[config.mk]
export PLATFORM = sky130hd
export DESIGN_NAME = ufs_mod_unit
export DESIGN_NICKNAME = d
export VERILOG_FILES = /design/src/hdl/ufs_pkg.sv /design/src/hdl/ufs_mod_unit.sv
export SDC_FILE = /design/constraint.sdc
export NUM_CORES = 1
export LEC_CHECK = 0
export BUFFER_PORTS_ARGS = -buffer_cell sky130_fd_sc_hd__buf_4
export CORE_MARGIN = 10
export CORE_UTILIZATION = 35
export DETAILED_ROUTE_END_ITERATION = 10
export HOLD_SLACK_MARGIN = 0.15
export PLACE_DENSITY_LB_ADDON = 0.05
export SKIP_LAST_GASP = 1
export SLEW_MARGIN = 20
export SYNTH_ARGS = -nofsm -noshare
export SYNTH_HDL_FRONTEND = slang
export SYNTH_SLANG_ARGS = --single-unit
[constraint.sdc]
create_clock -name clock -period 12.25 [get_ports clock]
set_input_delay 1.8375 -clock clock [delete_from_list [all_inputs] [get_ports clock]]
set_output_delay 1.8375 -clock clock [all_outputs]
set_load 0.01 [all_outputs]
[src/hdl/ufs_pkg.sv]
// Shared types, constants and helper functions of the UDP flow selector.
package ufs_pkg;

   localparam int FLOWS_MAX_DEFAULT = 256;

   localparam int CSR_ADDR_W = 3;
   localparam int CSR_DATA_W = 32;
   localparam int NFLOWS_W   = 9;
   localparam int BURST_W    = 16;
   localparam int REQ_DATA_W = 96;
   localparam int RSP_DATA_W = 80;
   localparam int RSP_USED_W = 76;

   localparam logic [15:0] PORT_MOD = 16'hFFFF;

   localparam int MOD_DVD_W     = 32;
   localparam int MOD_STEP_BITS = 4;
   localparam int MOD_STEPS     = MOD_DVD_W / MOD_STEP_BITS;
   localparam int MOD_CNT_W     = $clog2(MOD_STEPS);

   localparam logic REQ_GENERATE = 1'b0;
   localparam logic REQ_CLEAR    = 1'b1;

   typedef enum logic [CSR_ADDR_W-1:0] {
      CSR_ACTIVE,
      CSR_SEQ_MODE,
      CSR_FLOWS_IN_USE,
      CSR_FLOW_SIZE,
      CSR_FLOW_BURST,
      CSR_PACKET_LIMIT,
      CSR_LIMIT_EN,
      CSR_STOP_AT_LIMIT
   } csr_index_type;

   typedef enum logic [2:0] {
      ST_IDLE,
      ST_DECIDE,
      ST_MOD,
      ST_UPDATE,
      ST_RESULT
   } state_type;

   typedef struct packed {
      logic [31:0] count;
      logic [15:0] src_port;
      logic [15:0] dst_port;
   } entry_type;

   typedef struct packed {
      logic [31:0] packet_count;
      logic        stop_request;
      logic        limit_reached;
      logic        ports_changed;
      logic [15:0] dst_port;
      logic [15:0] src_port;
      logic [7:0]  flow_index;
      logic        emitted;
   } result_type;

   function automatic logic [15:0] port_seq(input logic [15:0] old);
      logic [16:0] v;
      v = {1'b0, old} + 17'd1;
      if (v >= 17'(PORT_MOD)) begin
         v = v - 17'(PORT_MOD);
      end
      return v[15:0];
   endfunction

   function automatic logic [15:0] port_rand(input logic [31:0] rnd);
      logic [29:0] x;
      logic [16:0] s;
      logic [16:0] t;
      x = rnd[31:2];
      s = 17'(x[29:16]) + 17'(x[15:0]);
      t = 17'(s[16]) + 17'(s[15:0]);
      if (t >= 17'(PORT_MOD)) begin
         t = t - 17'(PORT_MOD);
      end
      return t[15:0];
   endfunction

endpackage

[src/hdl/ufs_mod_unit.sv]
// Iterative remainder unit, four dividend bits per cycle, for the flow selection.
module ufs_mod_unit #(
   parameter int FLOWS_MAX = ufs_pkg::FLOWS_MAX_DEFAULT
) (
   input  logic                                 clock,
   input  logic                                 reset,
   input  logic                                 start,
   input  logic [ufs_pkg::MOD_DVD_W-1:0]        dividend,
   input  logic [$clog2(FLOWS_MAX+1)-1:0]       divisor,
   output logic                                 done,
   output logic [$clog2(FLOWS_MAX+1)-1:0]       remainder
);

   localparam int N_W = $clog2(FLOWS_MAX + 1);

   logic                              busy_ff, busy_in;
   logic                              done_ff, done_in;
   logic [ufs_pkg::MOD_CNT_W-1:0]     cnt_ff, cnt_in;
   logic [ufs_pkg::MOD_DVD_W-1:0]     dvd_ff, dvd_in;
   logic [N_W-1:0]                    div_ff, div_in;
   logic [N_W-1:0]                    rem_ff, rem_in;
   logic [N_W:0]                      part;

   always_comb begin
      busy_in = busy_ff;
      done_in = 1'b0;
      cnt_in  = cnt_ff;
      dvd_in  = dvd_ff;
      div_in  = div_ff;
      rem_in  = rem_ff;
      part    = {1'b0, rem_ff};
      for (int i = 0; i < ufs_pkg::MOD_STEP_BITS; i++) begin
         part = {part[N_W-1:0], dvd_ff[ufs_pkg::MOD_DVD_W-1-i]};
         if (part >= {1'b0, div_ff}) begin
            part = part - {1'b0, div_ff};
         end
      end
      if (start) begin
         busy_in = 1'b1;
         cnt_in  = '0;
         dvd_in  = dividend;
         div_in  = divisor;
         rem_in  = '0;
      end else if (busy_ff) begin
         rem_in = part[N_W-1:0];
         dvd_in = dvd_ff << ufs_pkg::MOD_STEP_BITS;
         cnt_in = cnt_ff + ufs_pkg::MOD_CNT_W'(1);
         if (cnt_ff == ufs_pkg::MOD_CNT_W'(ufs_pkg::MOD_STEPS - 1)) begin
            busy_in = 1'b0;
            done_in = 1'b1;
         end
      end
   end

   always_ff @(posedge clock) begin
      if (reset) begin
         busy_ff <= 1'b0;
         done_ff <= 1'b0;
         cnt_ff  <= '0;
      end else begin
         busy_ff <= busy_in;
         done_ff <= done_in;
         cnt_ff  <= cnt_in;
      end
      dvd_ff <= dvd_in;
      div_ff <= div_in;
      rem_ff <= rem_in;
   end

   assign done      = done_ff;
   assign remainder = rem_ff;

endmodule

# Word-level counts from Yosys, hierarchy flattened
# Index checks and enable logic that the tools add are counted.
# W data, S select, Z words.
dict set report word_totals {
  in_bits 44
  output_inout_bits 10
  regBits 55
}
dict set report op_classes {
  reduce_logical 3
  n_eq_ne 1
  n_addsub 5
  n_mux 10
  bitwise_logic 1
  n_lt_le_gt_ge 4
}
# operator n
set ops {}
lappend ops {{$mux W32} 2}
lappend ops {{$ge A10 B9 Y1} 4}
lappend ops {{$mux W9} 4}
lappend ops {{$sub A9 B9 Y9} 4}
lappend ops {{$mux W1} 4}
lappend ops {{$add A3 B1 Y3 const B} 1}
lappend ops {{$eq A3 B3 Y1 const B} 1}
lappend ops {{$reduce_or A3 Y1} 1}
lappend ops {{$reduce_bool A2 Y1} 1}
lappend ops {{$reduce_or A2 Y1} 1}
lappend ops {{$not A1 Y1} 1}

# Longest topological paths before layout
# Gate-level depths: netlist of run 1.
dict set report depth {
  word_depth 8
  ltp_mapped 36
  ltp_nobuf 35
}

# Least setup slack after synthesis of run 1
# Ideal clock, no wire load.
dict set report synth_path {
  kind {reg-to-reg}
  start {reg dvd_ff[31] in the netlist's numbering}
  end {reg rem_ff[0] (netlist: remainder[0])}
  slack_ns 4.933
  synth_period_minus_slack_ns 7.317
  path_stages_with_launch 36
  arrival_ns 7.238
  required_ns 12.171
  cell_sequence {edfxtp_1 inv_1 ha_1 inv_1 fa_1 nand3_1 a21oi_2 o31a_2 o21ai_0 o21ai_0 fa_1 nand2b_1 a21oi_1 nor3_1 o22ai_2 buf_2 mux2_2 ha_1 a211o_1 a21oi_1 o21a_1 o2bb2ai_1 a21boi_1 nand2_1 mux2i_1 fa_1 a21oi_1 o21bai_1 a21oi_1 nand2_1 o21ai_0 nand2b_1 a211o_1 buf_6 mux2_4 a211oi_2}
}
dict set report synth_via {
  elab_chain_len 8
  word_cells_on_any_way 11
  classes_between {add/sub: 3; order compare: 4; mux: 4}
}
# item line_no
set synth_lines {}
lappend synth_lines {{from (decl)} ufs_mod_unit.sv:19} ;# logic [ufs_pkg::MOD_DVD_W-1:0] dvd_ff, dvd_in;
lappend synth_lines {{from (signal assigned)} ufs_mod_unit.sv:65} ;# dvd_ff <= dvd_in;
lappend synth_lines {{$sub A9 B9 Y9 or $ge A10 B9 Y1 (tied branches)} {ufs_mod_unit.sv:35, ufs_mod_unit.sv:34}}
lappend synth_lines {{$mux W9 *} ufs_mod_unit.sv:34} ;# if (part >= {1'b0, div_ff}) begin
lappend synth_lines {{$sub A9 B9 Y9 or $ge A10 B9 Y1 (tied branches)} {ufs_mod_unit.sv:35, ufs_mod_unit.sv:34}}
lappend synth_lines {{$mux W9 *} ufs_mod_unit.sv:34}
lappend synth_lines {{$sub A9 B9 Y9 or $ge A10 B9 Y1 (tied branches)} {ufs_mod_unit.sv:35, ufs_mod_unit.sv:34}}
lappend synth_lines {{$mux W9 *} ufs_mod_unit.sv:34}
lappend synth_lines {{$ge A10 B9 Y1 *} ufs_mod_unit.sv:34}
lappend synth_lines {{$mux W9 *} ufs_mod_unit.sv:34}
lappend synth_lines {{to (signal assigned)} ufs_mod_unit.sv:67} ;# rem_ff <= rem_in;
lappend synth_lines {{to (decl)} ufs_mod_unit.sv:21} ;# logic [N_W-1:0] rem_ff, rem_in;
# Mark *: on every way between the ends. The rest lies on a longest branch, timed or not.
# A chain may end at the register's enable or synchronous reset.

# Final worst setup path of run 1
dict set report layout_path {
  start {reg div_ff[0]}
  end {reg rem_ff[0] (netlist: remainder[0])}
}
dict set report layout_via {
  elab_chain_len 8
  word_cells_on_any_way 12
  classes_between {add/sub: 4; order compare: 4; mux: 4}
}
# item line_no
set layout_lines {}
lappend layout_lines {{from (decl)} ufs_mod_unit.sv:20} ;# logic [N_W-1:0] div_ff, div_in;
lappend layout_lines {{from (signal assigned)} ufs_mod_unit.sv:66} ;# div_ff <= div_in;
lappend layout_lines {{$sub A9 B9 Y9 or $ge A10 B9 Y1 (tied branches)} {ufs_mod_unit.sv:35, ufs_mod_unit.sv:34}}
lappend layout_lines {{$mux W9} ufs_mod_unit.sv:34}
lappend layout_lines {{$sub A9 B9 Y9 or $ge A10 B9 Y1 (tied branches)} {ufs_mod_unit.sv:35, ufs_mod_unit.sv:34}}
lappend layout_lines {{$mux W9} ufs_mod_unit.sv:34}
lappend layout_lines {{$sub A9 B9 Y9 or $ge A10 B9 Y1 (tied branches)} {ufs_mod_unit.sv:35, ufs_mod_unit.sv:34}}
lappend layout_lines {{$mux W9} ufs_mod_unit.sv:34}
lappend layout_lines {{$ge A10 B9 Y1} ufs_mod_unit.sv:34}
lappend layout_lines {{$mux W9 *} ufs_mod_unit.sv:34}
# Marks and branches as above.

==> results by group, run 1 <==
Yosys
  – Synthesized area per cell: around 11 sq um
  – Synth cell count leaders: mux2_2, edfxtp_1, ha_1
  – Post-synthesis sequential area ratio: 0.372
  – Combinational family with the most area after synthesis: multiplexers
  – Post-Synth XOR/XNOR Area: 0.0582
  – FFs w/ async S/R, synth: 0
  – Post-synthesis mux area share: 0.159
  – Compound-Gate Fraction of Synth Area: 0.146
  – Top_reg_cell synth: edfxtp_1
  – Syn Inst Count: 370
  – #FFs+latches synth: 55
  – Synth Area in Simple Gates: 0.0954
  – Synth area leaders: edfxtp_1, mux2_2, ha_1
  – Share of the synthesized area in the top cell type: 0.303
  – Yosys warning count: 0
  – Synthesized net count: 456
  – Post-Synthesis Cell Area: 4060 sq um
  – Post-synth cell types: 53
  – Most common cell in the netlist: mux2_2
  – Number of enable flip-flop cells after synthesis: 41
  – Area leader, netlist: edfxtp_1
  – Adder-Cell Fraction of Synth Area: 0.137

Die
  – Die width: 128 um
  – Die area: 16300 sq um
  – Row cnt: 39
  – DIE HEIGHT: ~130 um
  – IO Pins: 54
  – Initial Util: 0.357
  – Core region area: approximately 11000 sq um

Timing
  – Unrepaired setup endpoints after global routing: no
  – Slew HR: 0.402
  – Setup-failing EPs final: 0
  – Post-layout min period: 8.35 ns
  – Slew at the pin closest to its max-slew limit: approximately 0.9 ns
  – Peak Freq: roughly 120 MHz
  – Setup Skew: 0.00970 ns
  – Period utilisation layout: 0.681
  – Final Hold Vio Count: 0
  – Max Transition Viols Final: 0
  – Setup TNS: 0 ns

Clock network
  – Longest Clk Path Bufs: 2
  – Clk root buf: clkbuf_16
  – Worst-Skew Late Latency: 0.30 ns
  – H-tree Lvls: 2
  – Postcts setup bufs: 0
  – Reg clk slew, reported paths: 0.07 ns
  – CTS Sinks: 55
  – Cts bufs inserted: 5
  – Hold Buf Count CTS: 0
  – CTS tree: yes
  – CTS resizes: 0

Critical path
  – CP Launch Type: register
  – Reg2Reg Setup Slack: a little under 4 ns
  – Slowest Stage Delay on Critical Path: 0.53 ns
  – Crit Path Class: reg2reg
  – Worst path bufs/invs: 1
  – Data required, critical path: roughly 12 ns
  – Worst R2R End: remainder[0]
  – CP most frequent cell: a21oi_1
  – Reg-to-reg startpoint: div_ff[0]
  – WP data arrival: 8.57 ns
  – R2R cell count: 32
  – CP max stage cell: o22ai_2
  – Crit path max-delay family: compound AO/OA/AOI/OAI gates
  – Crit Path Max Fanout: 13
  – Worst setup EP type: register

Placement
  – GPL Wtd Cong: between 0.8 and 0.9
  – PortBufs: 53
  – Final HPWL DP: 7620 um

GRT
  – Tot GR Track Use: 0.122
  – Initial antenna violation count: 0
  – Grt total ovfl: 0
  – Largest net degree at the start of global routing: 58
  – Vias in the first global route: 3104
  – First-pass GRT wire length: 16000 um

Layout
  – Net count, final: 506
  – Area Overhead vs Synth: 16.9%
  – Share of cells above drive strength 1: 0.287
  – Diode count: 0
  – Fill cells: approximately 1100

Detailed routing
  – Vias per cell: 5.10
  – Final wirelength: roughly 9600 um
  – DRC viols: 0
  – Antenna Nets Post-Route: 0
  – Via count: 2879
  – Number of iterations in the first detailed-routing pass: 4
  – Initial DRC count: 151
  – Routed len/inst: 16.9 um

Hold path
  – Hold Crit Class: reg2reg
  – Hold path startpoint: cnt_ff[2]
  – Hold Crit Endpoint: cnt_ff[2]
  – WHS Path Cells: 2

Flow run
  – Max Cap Viol: 0

Status
  – Status: complete, no violations
through the flow:
stage               instance area (sq um)  utilization  setup WS (ns)  hold WS, ns  std cells
floorplan                            4060            -           4.93        0.497        370
global route                         4750        0.418           3.22        0.572        564
finish                               4750        0.418           3.90        0.527        564
detailed placement                   4590        0.404           3.91        0.520        556
global placement                     4590        0.404           4.05        0.513        556
CTS                                  4750        0.418           3.88        0.534        564
metal layers:
layer | track usage | routed length, um
met1 | 0.166 | 4620
met2 | 0.188 | 4350
met3 | 0.0277 | 480
met4 | 0.0351 | 106
met5 | 0 | 0
area by class of cell:
type                       count  area, sq um  area share
clock buffer                   6          139      0.0292
clock inverter                 2         18.8     0.00395
inverter                      23         86.3      0.0182
multi-input combinational    282         2420       0.509
sequential                    55         1510       0.318
tap                          143          179      0.0377
timing repair buffer          53          398      0.0837
state kept, by name, indices dropped and copies added (netlist names):
signal and flops:
done 1, div_ff 9, remainder 9, busy_ff 1
dvd_ff 32, cnt_ff 3
layout by cell type, fill, tap and decap left out, types with 2 or more instances in the layout:
master / n
mux2_4: 2
ha_1: 38
and4_1: 2
xor2_1: 10
nand3b_1: 2
o21a_1: 4
mux2i_1: 12
a211oi_2: 2
o31ai_4: 2
nor2_1: 23
a211o_1: 3
nand2_1: 8
a21oi_1: 20
xnor2_1: 17
o2111ai_1: 2
a31oi_1: 4
o21bai_1: 3
inv_1: 23
or2_2: 4
edfxtp_1: 41
fa_1: 4
nand4_1: 3
dfxtp_1: 14
a21o_1: 8
nor2b_1: 5
a211oi_1: 8
mux2_2: 44
and2_1: 6
nor3_1: 10
buf_4: 53
nand3_1: 3
nand2b_1: 5
clkbuf_16: 5
o21ai_0: 11
logic make-up (layout without fill, tap and decap cells):
group | count (synthesis) | count (layout)
flops | 55 | 55
simple gates | 74 | 74
mux | 58 | 58
buf+inv | 33 | 84
compound gates | 81 | 81
xor+xnor | 27 | 27
fa+ha+maj | 42 | 42
worst max-delay path by stage:
stage	depth (start not counted)	slack (ns)	end	start
final	32	3.90	remainder[0]	div_ff[0]
after global routing	32	3.22	remainder[0]	div_ff[0]
after CTS	32	3.88	remainder[0]	div_ff[0]
after detailed placement	33	3.91	remainder[0]	dvd_ff[31]
after global placement	33	4.05	remainder[0]	dvd_ff[31]
after floorplan	35	4.93	remainder[0]	dvd_ff[31]
worst register-to-register path: cells and delay by family (launching register included):
family          cells  cell delay, ns
simple gates        6            0.86
compound gates     17            4.00
buf+inv             1            0.05
flops               1            0.45
fa+ha+maj           5            1.83
mux                 3            1.04
Power of run 1 is left out: the tool's default activity adds up to more than one toggle a clock period on the data nets, which glitch-free logic cannot reach.
==> inputs of run 2 (changes only) <==
--- a/config.mk
+++ b/config.mk
@@ -5,6 +5,7 @@
 export SDC_FILE = /design/constraint.sdc
 export NUM_CORES = 1
 export LEC_CHECK = 0
+export ABC_AREA = 1
 export BUFFER_PORTS_ARGS = -buffer_cell sky130_fd_sc_hd__buf_4
 export CORE_MARGIN = 10
 export CORE_UTILIZATION = 35
==> constraint.sdc (replaced) <==
create_clock -name clock -period 8.5 [get_ports clock]
set_input_delay 1.275 -clock clock [delete_from_list [all_inputs] [get_ports clock]]
set_output_delay 1.275 -clock clock [all_outputs]
set_load 0.01 [all_outputs]
==> run 2 against run 1 <==
  * Area after synthesis grew 7.4%
  * Worst hold slack lost 0.062 ns
  * Worst setup slack lost 2.9 ns
  * Utilization grew 0.063 points
  * First-iteration DRC count grew 38%
  * Clock skew shrank 0.0044 ns
==> results by group, run 2 <==
Clock network
  – Clk root buf: clkbuf_16
  – Cts bufs inserted: 5
  – Worst-Skew Late Latency: 0.30 ns
  – Reg clk slew, reported paths: 0.07 ns
  – H-tree Lvls: 2
  – Longest Clk Path Bufs: 2
  – CTS resizes: 0
  – CTS Sinks: 55
  – Hold Buf Count CTS: 0
  – Postcts setup bufs: 0
  – CTS tree: yes

Placement
  – Placed cells: between 700 and 800
  – PortBufs: 53
  – Final HPWL DP: 9270 um
  – GPL Wtd Cong: 0.899
  – Pre-CTS setup slack: 1.03 ns

Layout
  – Max reg flops: 32
  – Non-Filler Instances: between 700 and 800
  – Share of cells above drive strength 1: 0.153
  – Area Overhead vs Synth: 16.1%
  – Diode count: 0
  – Net count, final: 712
  – Most common cell after layout, fill and taps aside: nand2_1
  – Highest-count cells in the layout ignoring fill and taps: nand2_1, inv_1, buf_4
  – Largest register by flop count: dvd_ff

Critical path
  – CP Launch Type: register
  – WP data arrival: 7.65 ns
  – Worst setup EP type: register
  – CP max stage cell: edfxtp_1
  – Data required, critical path: 8.70 ns
  – CP most frequent cell: nand2_1
  – Crit Path Class: reg2reg
  – Slowest Stage Delay on Critical Path: 0.44 ns
  – Crit Path Max Fanout: 17

Timing
  – Setup slack after layout: between 1 and 1.5 ns
  – Setup Skew: 0.00534 ns
  – Unrepaired setup endpoints after global routing: no
  – Period utilisation layout: 0.877
  – Max Transition Viols Final: 0
  – Setup TNS: 0 ns
  – Setup-failing EPs final: 0
  – Peak Freq: 134 MHz
  – Post-layout min period: between 7 and 8 ns
  – Final Hold Vio Count: 0
  – Slew HR: 0.431
  – Slew at the pin closest to its max-slew limit: 0.852 ns

Die
  – Core region area: between 10000 and 15000 sq um
  – Row cnt: 40
  – IO Pins: 54
  – Initial Util: 0.360
  – Die area: 17300 sq um
  – Die width: 132 um
  – DIE HEIGHT: 132 um

GRT
  – Initial antenna violation count: 0
  – Largest net degree at the start of global routing: 46
  – Met3 Use GR: 0.0278
  – GRT met1 Usage: 0.160
  – Tot GR Track Use: 0.134
  – First-pass GRT wire length: around 19000 um
  – Busiest grt layer: met2
  – Vias in the first global route: 3743
  – Met2 Use GR: 0.222
  – Grt total ovfl: 0

Detailed routing
  – Via count: 3735
  – Number of iterations in the first detailed-routing pass: 6
  – DRC viols: 0
  – Vias per cell: 4.70
  – Routed len/inst: between 10 and 15 um
  – Final wirelength: about 12000 um
  – Initial DRC count: about 210
  – Antenna Nets Post-Route: 0

Yosys
  – #FFs+latches synth: 55
  – Number of enable flip-flop cells after synthesis: 41
  – Most common cell in the netlist: nand2_1
  – Share of the synthesized area in the top cell type: 0.282
  – Synth area leaders: edfxtp_1, nand2_1, ha_1
  – Area leader, netlist: edfxtp_1
  – Synthesized area per cell: 7.57 sq um
  – Top_reg_cell synth: edfxtp_1
  – FFs w/ async S/R, synth: 0
  – Syn Inst Count: 577
  – Post-synthesis sequential area ratio: 0.346
  – Synth cell count leaders: nand2_1, inv_1, edfxtp_1
  – Yosys warning count: 0
  – Post-Synthesis Cell Area: 4370 sq um
  – Post-synth cell types: 38
  – Synthesized net count: 663

Status
  – Status: complete, no violations

Hold path
  – Hold Crit Class: reg2reg

Flow run
  – Max Cap Viol: 0
run 2: stage by stage:
stage,cell area [sq um],hold WS (ns),util
after floorplan,4370,0.441,-
after global placement,4920,0.452,0.407
after detailed placement,4920,0.458,0.407
after CTS,5070,0.469,0.419
after global routing,5070,0.492,0.419
final,5070,0.466,0.419
run 2: per-layer routing:
| layer | part of all wire | wire (um) | vias to the layer above |
|---|---|---|---|
| met5 | 0 | 0 | - |
| met4 | 0.039 | 448 | 0 |
| met3 | 0.045 | 520 | 23 |
| met2 | 0.48 | 5530 | 88 |
| met1 | 0.44 | 5140 | 1664 |
| li1 | - | - | 1960 |
run 2: critical path: cells and delay by family (launching register included):
family          cells  cell delay, ns
flops               1            0.44
compound gates     11            2.36
fa+ha+maj           4            1.41
simple gates       22            2.32
buf+inv             6            0.80
run 2: cell families after synthesis:
family | share of synthesized area
XOR/XNOR | 0.0502
AND/OR/NAND/NOR | 0.326
buffers and inverters | 0.0800
adder cells (fa/ha/maj) | 0.127
flip-flops | 0.346
AO/OA/AOI/OAI | 0.0705
run 2: path summary, 6_finish.rpt:
| kind | to | from | slack [ns] | depth (start not counted) |
|---|---|---|---|---|
| worst min-delay path | cnt_ff[1] | cnt_ff[1] | 0.47 | 2 |
| worst min register to register | cnt_ff[1] | cnt_ff[1] | 0.47 | 2 |
| worst max register to register | remainder[2] | div_ff[1] | 1.05 | 43 |
| worst max-delay path | remainder[2] | div_ff[1] | 1.05 | 43 |
run 2: area by class of cell:
class                      instances  area (sq um)
multi-input combinational        432          2500
inverter                          78           293
tap                              168           210
fill                            1302          7040
clock buffer                       5           125
sequential                        55          1510
timing repair buffer              54           405
clock inverter                     3          20.0
Power of run 2 is left out for the same reason.
